<file path="src/design/pep_pkg.sv">
// Package for the postfix expression evaluator: token kinds, status codes,
// sequencer states and small helper functions. Depends on nothing.
package pep_pkg;

  localparam int STACK_DEPTH_DEF = 128;
  localparam int QUEUE_DEPTH     = 4;

  localparam logic [7:0] CH_PLUS    = 8'h2B;
  localparam logic [7:0] CH_MINUS   = 8'h2D;
  localparam logic [7:0] CH_STAR    = 8'h2A;
  localparam logic [7:0] CH_SLASH   = 8'h2F;
  localparam logic [8:0] DIGIT_BASE = 9'd48;

  localparam logic [1:0] ST_OK    = 2'd0;
  localparam logic [1:0] ST_UNDER = 2'd1;
  localparam logic [1:0] ST_OVER  = 2'd2;
  localparam logic [1:0] ST_DIV0  = 2'd3;

  localparam logic [47:0] Q_MAX = 48'h7FFF_FFFF_FFFF;

  typedef enum logic [2:0] {
    TK_PUSH,
    TK_ADD,
    TK_SUB,
    TK_MUL,
    TK_DIV
  } pep_kind_t;

  typedef struct packed {
    pep_kind_t        kind;
    logic signed [8:0] digit;
    logic             last;
  } pep_tok_t;

  typedef enum logic [2:0] {
    S_IDLE,
    S_OP,
    S_EX,
    S_DIV,
    S_EMIT
  } pep_state_t;

  // Integer part of a Q32.16 value, truncated toward zero.
  function automatic logic [31:0] trunc_int(input logic [47:0] v);
    logic [47:0] t;
    t = v + (v[47] ? 48'h0000_0000_FFFF : 48'h0);
    return t[47:16];
  endfunction

  // Keep the first error of an expression.
  function automatic logic [1:0] note_err(input logic [1:0] cur, input logic [1:0] code);
    return (cur == ST_OK) ? code : cur;
  endfunction

endpackage

</file>
<file path="src/design/pep_front.sv">
// Front end: accepts characters, classifies them into tokens and queues them.
// Depends on pep_pkg.
module pep_front (
  input  logic              clk,
  input  logic              rst,
  input  logic              s_tvalid,
  output logic              s_tready,
  input  logic [7:0]        s_tdata,   // symbol[7:0]
  input  logic              s_tlast,
  output logic              tok_valid,
  input  logic              tok_ready,
  output pep_pkg::pep_tok_t tok
);

  localparam int QAW = $clog2(pep_pkg::QUEUE_DEPTH);
  localparam int QCW = $clog2(pep_pkg::QUEUE_DEPTH + 1);

  pep_pkg::pep_tok_t q_mem [pep_pkg::QUEUE_DEPTH];
  logic [QAW-1:0] wr_ptr;
  logic [QAW-1:0] rd_ptr;
  logic [QCW-1:0] level;
  pep_pkg::pep_tok_t dec;
  logic push;
  logic pop;

  always_comb begin
    dec.last  = s_tlast;
    dec.digit = $signed({1'b0, s_tdata}) - $signed(pep_pkg::DIGIT_BASE);
    unique case (s_tdata)
      pep_pkg::CH_PLUS:  dec.kind = pep_pkg::TK_ADD;
      pep_pkg::CH_MINUS: dec.kind = pep_pkg::TK_SUB;
      pep_pkg::CH_STAR:  dec.kind = pep_pkg::TK_MUL;
      pep_pkg::CH_SLASH: dec.kind = pep_pkg::TK_DIV;
      default:           dec.kind = pep_pkg::TK_PUSH;
    endcase
  end

  assign s_tready  = (level != QCW'(pep_pkg::QUEUE_DEPTH));
  assign tok_valid = (level != '0);
  assign tok       = q_mem[rd_ptr];
  assign push      = s_tvalid && s_tready;
  assign pop       = tok_valid && tok_ready;

  always_ff @(posedge clk) begin
    if (push) begin
      q_mem[wr_ptr] <= dec;
    end
  end

  always_ff @(posedge clk) begin
    if (rst) begin
      wr_ptr <= '0;
      rd_ptr <= '0;
      level  <= '0;
    end else begin
      if (push) wr_ptr <= wr_ptr + 1'b1;
      if (pop)  rd_ptr <= rd_ptr + 1'b1;
      if (push && !pop)      level <= level + 1'b1;
      else if (pop && !push) level <= level - 1'b1;
    end
  end

endmodule

</file>
<file path="config.mk">
export PLATFORM = sky130hd
export DESIGN_NAME = pep_front
export DESIGN_NICKNAME = d
export VERILOG_FILES = /design/src/design/pep_pkg.sv /design/src/design/pep_front.sv
export SDC_FILE = /design/constraint.sdc
export NUM_CORES = 1
export LEC_CHECK = 0
export ABC_AREA = 1
export BUFFER_PORTS_ARGS = -buffer_cell sky130_fd_sc_hd__buf_2
export CORE_ASPECT_RATIO = 0.5
export CORE_MARGIN = 2
export CORE_UTILIZATION = 48
export CTS_CLUSTER_DIAMETER = 30
export CTS_CLUSTER_SIZE = 8
export DETAILED_ROUTE_END_ITERATION = 12
export PLACE_DENSITY = 0.69
export SYNTH_ARGS = -nofsm -noshare
export SYNTH_HDL_FRONTEND = slang
export SYNTH_SLANG_ARGS = --single-unit
</file>
<file path="constraint.sdc">
create_clock -name clk -period 2.6 [get_ports clk]
set_clock_uncertainty 0.2 [all_clocks]
set_input_delay 0.39 -clock clk [delete_from_list [all_inputs] [get_ports clk]]
set_output_delay 0.39 -clock clk [all_outputs]
set_load 0.01 [all_outputs]
</file>
==> qor.txt <==
Clock-pin slew on the worst setup and hold paths -> 0.06 ns
Most frequent cells in the layout -> 52 x edfxtp_1, 42 x nor2_1, 27 x buf_2, 25 x o21ai_0, 17 x inv_1
Yosys top cell by area -> edfxtp_1
Final Util -> 58.6%
Critical path class -> register to output pin
Drt first pass iters -> 4
Yosys top cell area share -> 60.8%
Initial antenna violation count -> 0
Leakage -> 0.00114 uW
Relative slew slack -> 66.7%
DRT iter0 DRCs -> 96
CTS Buffer Depth -> 2
Die height -> 55.7 um
Synthesis Warnings -> 0
Post-Syn Area -> 2570 sq um
GPL Wtd Cong -> 0.763
P_int -> 1920 uW
CP Max Fanout -> 14
H-tree depth -> 3
Hold Path Class -> primary input to register
# nets final -> 271
Pin count of the biggest net entering global routing -> 28
Switch Pwr -> 917 uW
Number of port buffers -> 27
Top Ports -> 28
Register area share after synthesis -> 67.8%
Setup violators final -> 0
Root buf cell -> clkbuf_8
HPWL Detailed -> 2940 um
Maximum vdd drop -> 0.000538 V
First-pass GRT wire length -> 7450 um
Tot GR Track Use -> 16.5%
Pwr Density -> 959 nW/um^2
Routed WL -> 4650 um
Syn-to-layout area delta -> 15.1%
Clk_lat worst skew -> 0.33 ns
Die area -> 5990 sq um
Most common cell after layout, fill and taps aside -> edfxtp_1
Seq pwr share -> 44.9%
Die span in x -> 107 um
Site row count -> 18
# fillers -> 413
Setup crit start kind -> register
CTS Sinks -> 61
CTS tree -> yes
DR vias/cell -> 5.20
Least-Margin Pin Slew -> 0.500 ns
# diodes -> 0
Final hold violation count -> 0
Sw Share -> 32.4%
Syn avg cell area -> 12.0 sq um
Initial core utilization -> 50.9%
Total grt overflow -> 0
Hold_buf cts -> 0
Final Slew Violations -> 0
Comb power frac -> 27.6%
Critical Path Sink Type -> output pin
Synth top area cells -> edfxtp_1 61%, dfxtp_1 7.0%, nor2_1 6.1%
Clock share of power -> 27.5%
Vias -> 1690
Tmin final -> 2.17 ns
Post-CTS setup buffer count -> 0
Mapped Cells -> 214
TritonCTS Buffers -> 9
Number of remaining DRC errors -> 0
Critical Path AT -> 1.58 ns
Outcome -> complete, no violations
Vias in the first global route -> 1621
Post-cts resize count -> 0
Post-route ant nets -> 0
Setup TNS -> 0 ns
Max cap viols -> 0
Core ar. -> 5040 sq um
Tcrit/Tclk final -> 83.4%
Fraction of layout cells with a size suffix above 1 -> 21.2%
Synth cell types -> 25
Register bit count reported by yosys -> 61
RSZ-0062 raised after global routing -> no
Syn nets -> 235
Routed len/inst -> 14.3 um
Worst Path Required -> 2.01 ns
Fmax -> 461 MHz
==> final timing paths <==
check                           startpoint        end  slack (ns)  cells after the start
worst max register to register    level[0]   level[2]        0.51                     13
worst max-delay path              register     tok[6]        0.43                      4
worst min-delay path                   rst  rd_ptr[0]        0.06                      2
worst min register to register   rd_ptr[0]  rd_ptr[0]        0.31                      2
==> through the flow <==
| stage | hold slack [ns] | power (uW) | instances | setup WS [ns] | instance area [sq um] |
|---|---|---|---|---|---|
| 6_report | 0.0595 | 2830 | 325 | 0.432 | 2960 |
| 5_1_grt | 0.0475 | 3000 | 325 | 0.299 | 2960 |
| 4_1_cts | 0.0428 | 2860 | 325 | 0.392 | 2960 |
| 3_5_place_dp | 0.289 | 2080 | 309 | 0.531 | 2770 |
| 3_3_place_gp | 0.283 | 2040 | 309 | 0.683 | 2770 |
| 2_1_floorplan | 0.259 | 1840 | 214 | 0.715 | 2570 |
==> flip-flops by register name, indices dropped and copies added (netlist names), named ones only <==
name,flops
level,3
rd_ptr,2
q_mem,52
wr_ptr,2
==> synthesized netlist by cell type <==
cell      number
a21oi_1        6
buf_2          3
buf_4          1
buf_6          3
dfxtp_1        9
edfxtp_1      52
fa_1           1
ha_1           7
inv_1         17
inv_2          2
inv_4          1
nand2_1       11
nand2_2        1
nand2_4        4
nand3_1        6
nand3b_1       1
nand4_1        2
nor2_1        42
nor2_4         1
nor3_1         1
o21ai_0       25
o21ai_1        3
o22ai_1       13
xnor2_1        1
xor2_1         1
==> metal layers <==
layer | vias up | part of all wire [%] | global-route usage [%]
met3 | 2 | 7.0 | 8.67
li1 | 825 | - | -
met1 | 818 | 44 | 20.7
met4 | 0 | 0.52 | 2.56
met5 | - | 0 | 0
met2 | 45 | 48 | 26.3
==> logic make-up after synthesis <==
| kind of cell | synth area share (%) |
|---|---|
| AO/OA/AOI/OAI | 9.79 |
| buffers and inverters | 5.21 |
| XOR/XNOR | 0.682 |
| flip-flops | 67.8 |
| adder cells (fa/ha/maj) | 4.19 |
| AND/OR/NAND/NOR | 12.3 |
==> layout make-up <==
type	count	area, sq um	area share, %
Timing Repair Buffer	32	173	5.84
Multi-Input combinational cell	126	693	23.5
Inverter	20	77.6	2.62
Clock buffer	11	131	4.45
Tap cell	70	87.6	2.96
Clock inverter	5	51.3	1.74
Sequential cell	61	1740	58.9
==> worst max-delay path: stages, from the launching register on <==
cell and delay (ns):
dfxtp_1 0.63, inv_2 0.23, o21ai_0 0.15, o22ai_1 0.09, buf_2 0.14
==> power groups by stage <==
stage | Clock [uW] | Sequential, uW | Combinational [uW]
after detailed placement | 0 | 1290 | 790
after floorplan | 0 | 1270 | 566
after CTS | 798 | 1270 | 793
after global routing | 832 | 1280 | 881
final | 779 | 1270 | 783
after global placement | 0 | 1290 | 753
(Power assumes the default switching activity.)
